`config.mk`:
```
export PLATFORM = sky130hd
export DESIGN_NAME = spinal_code_encoder_core
export DESIGN_NICKNAME = d
export VERILOG_FILES = /design/src/rtl/sce_pkg.sv /design/src/rtl/sce_ctrl.sv /design/src/rtl/sce_datapath.sv /design/src/rtl/spinal_code_encoder_core.sv
export SDC_FILE = /design/constraint.sdc
export NUM_CORES = 2
export LEC_CHECK = 0
export BUFFER_PORTS_ARGS = -buffer_cell sky130_fd_sc_hd__clkbuf_2
export CAP_MARGIN = 20
export CORE_AREA = 2 2 354 356
export DETAILED_ROUTE_END_ITERATION = 8
export DIE_AREA = 0 0 356 358
export GPL_TIMING_DRIVEN = 0
export HOLD_SLACK_MARGIN = 0.02
export PLACE_DENSITY = 0.57
export SYNTH_ARGS = -nofsm -noshare
export SYNTH_HDL_FRONTEND = slang
export SYNTH_SLANG_ARGS = --single-unit
```
`constraint.sdc`:
```
create_clock -name clk -period 9.14 [get_ports clk]
set_input_delay 1.828 -clock clk [delete_from_list [all_inputs] [get_ports clk]]
set_output_delay 1.828 -clock clk [all_outputs]
set_load 0.02 [all_outputs]
```
`src/rtl/sce_pkg.sv`:
```
// Shared types, constants and a helper function for the spinal code encoder.
package sce_pkg;

    localparam int SYMBOLS_PER_CHUNK = 8;
    localparam int SYMBOL_SLOTS      = 8;
    localparam int SYM_IDX_W         = $clog2(SYMBOL_SLOTS);
    localparam int BPC_W             = 6;
    localparam int PADDR_W           = 3;

    localparam logic [31:0] MIX_C1    = 32'h85eb_ca6b;
    localparam logic [31:0] MIX_C2    = 32'hc2b2_ae35;
    localparam logic [31:0] GOLDEN    = 32'h9e37_79b9;
    localparam logic [31:0] LCG_MUL   = 32'd1103515245;
    localparam logic [31:0] LCG_ADD   = 32'd12345;
    localparam logic [31:0] SYM_MIX   = 32'h045d_9f3b;
    localparam logic [15:0] SYM_BIAS  = 16'h8000;
    localparam logic [BPC_W-1:0] BPC_RESET = BPC_W'(4);

    localparam logic [SYM_IDX_W-1:0] SYM_LAST = SYM_IDX_W'(SYMBOLS_PER_CHUNK - 1);

    // Register indexes
    localparam logic [PADDR_W-3:0] REG_BPC = '0;

    // Datapath operations
    typedef logic [2:0] op_t;
    localparam op_t OP_NONE  = 3'd0;
    localparam op_t OP_GOLD  = 3'd1;
    localparam op_t OP_MIX1  = 3'd2;
    localparam op_t OP_MIX2  = 3'd3;
    localparam op_t OP_SPINE = 3'd4;
    localparam op_t OP_LCG   = 3'd5;
    localparam op_t OP_MIXS  = 3'd6;

    typedef logic signed [15:0] sym_t;

    typedef struct packed {
        logic                 load;
        op_t                  op;
        logic [SYM_IDX_W-1:0] sym_idx;
        logic                 publish;
    } cmd_t;

    function automatic logic [31:0] chunk_mask(input logic [BPC_W-1:0] width);
        logic [31:0] mask;
        if (width == '0)
            mask = 32'h0000_0001;
        else if (width >= BPC_W'(32))
            mask = 32'hffff_ffff;
        else
            mask = (32'd1 << width[4:0]) - 32'd1;
        return mask;
    endfunction

endpackage

```
`src/rtl/sce_ctrl.sv`:
```
// Sequencer for the encoder: spine steps, then two multiply steps per symbol.
module sce_ctrl (
    input  logic          clk,
    input  logic          rst_n,
    input  logic          in_valid,
    output logic          in_ready,
    output logic          out_valid,
    input  logic          out_ready,
    output sce_pkg::cmd_t cmd
);
    import sce_pkg::*;

    localparam logic [1:0] ST_IDLE  = 2'd0;
    localparam logic [1:0] ST_SPINE = 2'd1;
    localparam logic [1:0] ST_SYM   = 2'd2;
    localparam logic [1:0] ST_DONE  = 2'd3;

    logic [1:0]           state_reg, state_next;
    logic [1:0]           step_reg, step_next;
    logic [SYM_IDX_W-1:0] sym_reg, sym_next;
    logic                 phase_reg, phase_next;
    logic                 out_valid_reg, out_valid_next;
    logic                 slot_free;

    assign slot_free = !out_valid_reg || out_ready;
    assign in_ready  = (state_reg == ST_IDLE);
    assign out_valid = out_valid_reg;

    always_comb
    begin
        state_next     = state_reg;
        step_next      = step_reg;
        sym_next       = sym_reg;
        phase_next     = phase_reg;
        out_valid_next = out_valid_reg && !out_ready;
        cmd            = '0;
        cmd.sym_idx    = sym_reg;
        unique case (state_reg)
            ST_IDLE:
            begin
                if (in_valid)
                begin
                    cmd.load   = 1'b1;
                    step_next  = '0;
                    state_next = ST_SPINE;
                end
            end
            ST_SPINE:
            begin
                unique case (step_reg)
                    2'd0:    cmd.op = OP_GOLD;
                    2'd1:    cmd.op = OP_MIX1;
                    2'd2:    cmd.op = OP_MIX2;
                    default: cmd.op = OP_SPINE;
                endcase
                step_next = step_reg + 2'd1;
                if (step_reg == 2'd3)
                begin
                    sym_next   = '0;
                    phase_next = 1'b0;
                    state_next = ST_SYM;
                end
            end
            ST_SYM:
            begin
                cmd.op     = phase_reg ? OP_MIXS : OP_LCG;
                phase_next = !phase_reg;
                if (phase_reg)
                begin
                    if (sym_reg == SYM_LAST)
                        state_next = ST_DONE;
                    else
                        sym_next = sym_reg + SYM_IDX_W'(1);
                end
            end
            default:
            begin
                // hold the finished beat until the output slot frees up
                if (slot_free)
                begin
                    cmd.publish    = 1'b1;
                    out_valid_next = 1'b1;
                    state_next     = ST_IDLE;
                end
            end
        endcase
    end

    always_ff @(posedge clk or negedge rst_n)
    begin
        if (!rst_n)
        begin
            state_reg     <= ST_IDLE;
            step_reg      <= '0;
            sym_reg       <= '0;
            phase_reg     <= 1'b0;
            out_valid_reg <= 1'b0;
        end
        else
        begin
            state_reg     <= state_next;
            step_reg      <= step_next;
            sym_reg       <= sym_next;
            phase_reg     <= phase_next;
            out_valid_reg <= out_valid_next;
        end
    end

endmodule

```
`src/rtl/sce_datapath.sv`:
```
// Hash and symbol datapath built around one shared 32x32 multiplier.
module sce_datapath (
    input  logic                          clk,
    input  logic                          rst_n,
    input  sce_pkg::cmd_t                 cmd,
    input  logic [31:0]                   message_bits,
    input  logic                          first_chunk,
    input  logic [sce_pkg::BPC_W-1:0]     bits_per_chunk,
    output sce_pkg::sym_t                 sym_out [sce_pkg::SYMBOL_SLOTS],
    output logic [31:0]                   spine_out
);
    import sce_pkg::*;

    logic [31:0] chunk_reg, prior_reg, gold_reg, acc_reg, spine_reg;
    logic [31:0] prev_spine_reg, prev_spine_next;
    sym_t        sym_reg     [SYMBOL_SLOTS];
    sym_t        out_sym_reg [SYMBOL_SLOTS];
    logic [31:0] out_spine_reg;

    logic [31:0] mul_a, mul_b, prod;
    logic [31:0] h0, t_mix, t_spine, spine_new;

    assign h0        = prior_reg ^ chunk_reg;
    assign t_mix     = acc_reg + LCG_ADD;
    assign t_spine   = (acc_reg ^ (acc_reg >> 16)) + gold_reg;
    assign spine_new = t_spine ^ (t_spine >> 16);

    always_comb
    begin
        mul_a = acc_reg;
        mul_b = LCG_MUL;
        unique case (cmd.op)
            OP_GOLD:
            begin
                mul_a = chunk_reg;
                mul_b = GOLDEN;
            end
            OP_MIX1:
            begin
                mul_a = h0 ^ (h0 >> 16);
                mul_b = MIX_C1;
            end
            OP_MIX2:
            begin
                mul_a = acc_reg ^ (acc_reg >> 13);
                mul_b = MIX_C2;
            end
            OP_MIXS:
            begin
                mul_a = t_mix ^ (t_mix >> 16);
                mul_b = SYM_MIX;
            end
            default:
            begin
                mul_a = acc_reg;
                mul_b = LCG_MUL;
            end
        endcase
    end

    assign prod = mul_a * mul_b;

    always_comb
    begin
        prev_spine_next = prev_spine_reg;
        if (cmd.op == OP_SPINE)
            prev_spine_next = spine_new;
    end

    always_ff @(posedge clk or negedge rst_n)
    begin
        if (!rst_n)
            prev_spine_reg <= '0;
        else
            prev_spine_reg <= prev_spine_next;
    end

    always_ff @(posedge clk)
    begin
        if (cmd.load)
        begin
            chunk_reg <= message_bits & chunk_mask(bits_per_chunk);
            prior_reg <= first_chunk ? 32'd0 : prev_spine_reg;
            for (int i = 0; i < SYMBOL_SLOTS; i++)
                sym_reg[i] <= '0;
        end
        unique case (cmd.op)
            OP_GOLD:  gold_reg <= prod;
            OP_SPINE:
            begin
                acc_reg   <= spine_new;
                spine_reg <= spine_new;
            end
            OP_MIXS:
            begin
                acc_reg              <= prod;
                sym_reg[cmd.sym_idx] <= sym_t'(prod[15:0] ^ SYM_BIAS);
            end
            OP_MIX1, OP_MIX2, OP_LCG: acc_reg <= prod;
            default: ;
        endcase
        if (cmd.publish)
        begin
            out_sym_reg   <= sym_reg;
            out_spine_reg <= spine_reg;
        end
    end

    assign sym_out   = out_sym_reg;
    assign spine_out = out_spine_reg;

endmodule

```
`src/rtl/spinal_code_encoder_core.sv`:
```
// Spinal code encoder: chunk hashing into a chained spine and symbol generation.
//
// Input channel (in_valid/in_ready) carries one chunk: message_bits, of which
// only the low bits_per_chunk bits are used (at least one, at most 32),
// and first_chunk, which restarts the spine chain at zero. Each accepted
// beat yields one output beat (out_valid/out_ready) with eight signed
// Q1.15 symbols and the new spine. All multiplies run through one shared
// 32x32 multiplier, at most one product a cycle: three hash multiplies for
// the spine, then the final mix without a multiply, and two multiplies per
// symbol. A new chunk is accepted only after the result of the previous
// one has been handed to the output register.
// The output register lets a new chunk be accepted while the previous result
// waits; if the receiver stalls, the finished result of the next chunk is
// held internally and no further chunk is accepted.
// Reset clears the spine chain to zero, sets bits_per_chunk to 4 and empties
// the output. bits_per_chunk is written over the APB port at address 0 and
// should only be changed while the block is idle.
module spinal_code_encoder_core (
    input  logic                          clk,
    input  logic                          rst_n,
    input  logic                          psel,
    input  logic                          penable,
    input  logic                          pwrite,
    input  logic [sce_pkg::PADDR_W-1:0]   paddr,
    input  logic [31:0]                   pwdata,
    output logic [31:0]                   prdata,
    output logic                          pready,
    input  logic                          in_valid,
    output logic                          in_ready,
    input  logic [31:0]                   message_bits,
    input  logic                          first_chunk,
    output logic                          out_valid,
    input  logic                          out_ready,
    output logic signed [15:0]            symbol_0,
    output logic signed [15:0]            symbol_1,
    output logic signed [15:0]            symbol_2,
    output logic signed [15:0]            symbol_3,
    output logic signed [15:0]            symbol_4,
    output logic signed [15:0]            symbol_5,
    output logic signed [15:0]            symbol_6,
    output logic signed [15:0]            symbol_7,
    output logic [31:0]                   spine_value
);
    import sce_pkg::*;

    logic [BPC_W-1:0] bpc_reg, bpc_next;
    logic             reg_hit;
    cmd_t             cmd;
    sym_t             sym_out [SYMBOL_SLOTS];

    assign pready  = 1'b1;
    assign reg_hit = (paddr[PADDR_W-1:2] == REG_BPC);
    assign prdata  = reg_hit ? {{(32-BPC_W){1'b0}}, bpc_reg} : 32'd0;

    always_comb
    begin
        bpc_next = bpc_reg;
        if (psel && penable && pwrite && reg_hit)
            bpc_next = pwdata[BPC_W-1:0];
    end

    always_ff @(posedge clk or negedge rst_n)
    begin
        if (!rst_n)
            bpc_reg <= BPC_RESET;
        else
            bpc_reg <= bpc_next;
    end

    sce_ctrl u_ctrl (
        .clk       (clk),
        .rst_n     (rst_n),
        .in_valid  (in_valid),
        .in_ready  (in_ready),
        .out_valid (out_valid),
        .out_ready (out_ready),
        .cmd       (cmd)
    );

    sce_datapath u_datapath (
        .clk            (clk),
        .rst_n          (rst_n),
        .cmd            (cmd),
        .message_bits   (message_bits),
        .first_chunk    (first_chunk),
        .bits_per_chunk (bpc_reg),
        .sym_out        (sym_out),
        .spine_out      (spine_value)
    );

    assign symbol_0 = sym_out[0];
    assign symbol_1 = sym_out[1];
    assign symbol_2 = sym_out[2];
    assign symbol_3 = sym_out[3];
    assign symbol_4 = sym_out[4];
    assign symbol_5 = sym_out[5];
    assign symbol_6 = sym_out[6];
    assign symbol_7 = sym_out[7];

endmodule

```
==> impl_metrics.tcl <==
set metrics [dict create \
    cp-end-kind "register" \
    synth_simple_gate_area_share 0.111 \
    synthAdderAreaFrac 0.276 \
    wire_per_inst_um 24.6 \
    num-nets-final 4738 \
    die_area_um2 127000 \
    crit_type "reg -> reg" \
    slew_violations 0 \
    critical_path.max_stage_delay_ns 0.53 \
    netlist_area_um2 36900 \
    synth-seq-cells 495 \
    syn_avg_cell_area_um2 10.4 \
    tritoncts "yes" \
    vias_per_cell 5.04 \
    drc 0 \
    slew_headroom 0.292 \
    dieHeight_um 358 \
    grt_util_all_layers 0.219 \
    synth_compound_area_frac 0.0996 \
    cp_common_cell "fa_1" \
    clk_path_buf_depth 3 \
    rsz0062_at_grt "yes" \
    grt_first_pass_wirelength_um 202000 \
    diodes 0 \
    setup_slack_ns -0.250 \
    clock_latency_ns 0.65 \
    ctsHoldBuffers 0 \
    muxShareOfSynthArea 0.0138 \
    overflow 0 \
    async_reset_ff_frac 0.0949 \
    portBuffers 213 \
    ys_seq_area_frac 0.361 \
    finalSetupViolCount 9 \
    critPathRequiredTime_ns 9.50 \
    antenna_found_initial 6 \
    max_freq_mhz 107 \
    max_cap_viol_count 0 \
    fin_crit_ns 9.39 \
    syn_inst 3559 \
    rows 129 \
    hold_viol_final 0 \
    path_max_fanout 8 \
    drt-initial-drc-count 3093 \
    status "complete, but fails checks" \
    clk_pin_slew_ns 0.06 \
    synth_top_family_by_area "adder cells" \
    cts_made_buffers 48 \
    yosys_warnings 0 \
    post-dp-hpwl_um 111000 \
    num_io_pins 270 \
    synth-edff-count 320 \
    final.setup.tns_ns -1.07 \
    clock_sinks 495 \
    grt_max_degree 63 \
    synthXorXnorAreaFrac 0.0571 \
    fp.dieW_um 356 \
    grt_pass1_vias 28900 \
    cts-root-buf "clkbuf_16" \
    synth.distinct_cells 95 \
    start_util 0.299 \
    wirelength_um 142000 \
    synth_flop_cell "edfxtp_1" \
    tightest_slew_ns 1.05 \
    htree_levels 2 \
    post-route-period-util 1.03 \
    placeableCoreArea_um2 123000 \
    vias 29100 \
    area_delta_synth_final_pct 26.4 \
    place.gp.congestion 1.01 \
    drive_gt1_frac 0.259 \
    fin_skew_ns 0.0529 \
    violations "negative setup slack" \
    ant_nets 0 \
    drt_pass1_iterations 5 \
    cp-start-kind "register" \
    crit_arrival_ns 9.75 \
    hold_class "reg -> reg" \
    slowest_stage "fa_1" \
]
[final timing paths]
check                                         start                  endpoint  slack [ns]  depth (start not counted)
min                        u_datapath.spine_reg[17]  u_datapath.spine_out[17]        0.41                          0
min reg2reg                u_datapath.spine_reg[17]  u_datapath.spine_out[17]        0.41                          0
max reg2reg                     u_ctrl.state_reg[0]    u_datapath.acc_reg[28]       -0.25                         38
max in group asynchronous                     rst_n        u_ctrl.step_reg[0]        7.21                          1
min in group asynchronous                     rst_n                bpc_reg[0]        1.30                          1
max                             u_ctrl.state_reg[0]    u_datapath.acc_reg[28]       -0.25                         38
[worst max-delay path: cells and delay by family, from the launching register on]
kind                     cells  cell delay [ns]
AND/OR/NAND/NOR              5             0.60
buffers and inverters       12             1.33
XOR/XNOR                     1             0.14
flip-flops                   1             0.39
multiplexers                 1             0.28
adder cells (fa/ha/maj)     10             4.39
AO/OA/AOI/OAI                9             1.96
[what timing repair did]
action	in CTS	in global routing
endpoints found under the setup margin	113	24
setup buffers	168	60
pin swaps	170	81
resized for setup	599	106
gates cloned	4	0
[cells by family (layout without fill, tap and decap cells)]
logic type,Yosys count,count (layout)
DFF,495,495
muxes,47,47
xor gates and xnor gates,231,231
and+or+nand+nor,877,877
AOI/OAI and AO/OA,584,584
other,2,27
adders and majority gates,572,572
buffers and inverters,751,1297
[synthesized netlist by cell type, types with 11 or more instances]
cell type | number | share of area
nand2_1 | 296 | 0.030
nor2_1 | 222 | 0.023
nand2b_1 | 15 | 0.0025
nand3_1 | 161 | 0.022
or2_2 | 14 | 0.0024
o31a_1 | 12 | 0.0028
buf_2 | 28 | 0.0038
nand4_1 | 14 | 0.0024
mux2i_1 | 15 | 0.0041
ha_1 | 166 | 0.056
o21ai_0 | 238 | 0.032
buf_1 | 21 | 0.0021
fa_1 | 406 | 0.22
o21a_1 | 27 | 0.0055
and2_1 | 13 | 0.0022
and3_1 | 14 | 0.0024
a31oi_1 | 12 | 0.0020
dfrtp_1 | 46 | 0.031
a21o_1 | 38 | 0.0077
inv_1 | 560 | 0.057
edfxtp_1 | 320 | 0.26
a21oi_1 | 117 | 0.016
buf_4 | 29 | 0.0059
clkbuf_1 | 103 | 0.010
nor3b_1 | 11 | 0.0022
mux2_2 | 32 | 0.0098
xor2_1 | 80 | 0.019
dfxtp_1 | 128 | 0.069
nor3_1 | 22 | 0.0030
xnor2_1 | 145 | 0.034
nor2b_1 | 53 | 0.0090
o21bai_1 | 13 | 0.0026
a211oi_1 | 14 | 0.0028
[layout make-up]
cell class	instances	area (um2)
Fill cell	12300	76600
Multi-Input combinational cell	2338	22700
Sequential cell	495	13400
Timing Repair Buffer	462	3360
Inverter	568	2240
Tap cell	1637	2050
Clock buffer	67	1350
Buffer	178	1340
Clock inverter	22	259
[per-stage QoR]
stage | hold WS (ns) | area (um2) | instances | setup slack (ns) | util
2_1_floorplan | 0.400 | 37000 | 3584 | -0.0234 | -
3_3_place_gp | 0.403 | 40200 | 5434 | -3.73 | 0.326
3_5_place_dp | 0.405 | 40500 | 5453 | -3.66 | 0.329
4_1_cts | 0.414 | 45800 | 5707 | -0.157 | 0.371
5_1_grt | 0.423 | 46700 | 5767 | -0.431 | 0.378
6_report | 0.412 | 46700 | 5767 | -0.250 | 0.378
[routing by layer]
layer	track usage	wire length, um	vias to the layer above
met5	0	29	-
met4	0.0936	7200	4
met2	0.334	61700	1430
met1	0.299	59900	14600
met3	0.0494	12700	325
li1	-	-	12700
[placed cells by master, fill, tap and decap left out, types with 15 or more instances in the layout]
cell / n
nand2_1: 271
a21oi_1: 100
inv_2: 38
nor2_4: 41
o21a_1: 21
ha_1: 138
xnor2_1: 125
buf_4: 230
conb_1: 27
fa_1: 362
buf_8: 15
o21ai_0: 216
inv_1: 510
clkbuf_1: 73
nor3_1: 17
clkbuf_16: 55
edfxtp_1: 320
buf_12: 20
xor2_1: 75
nor2b_1: 52
a21o_1: 37
clkbuf_8: 15
nand3_1: 156
dfxtp_1: 128
fa_2: 44
nor2_2: 25
clkbuf_2: 224
mux2_2: 28
nand2_2: 18
buf_6: 37
ha_4: 26
dfrtp_1: 43
nor2_1: 157
xnor2_2: 17
Power is not shown: default switching activity piles up to over one toggle a cycle in this logic, so the estimate is an artifact.
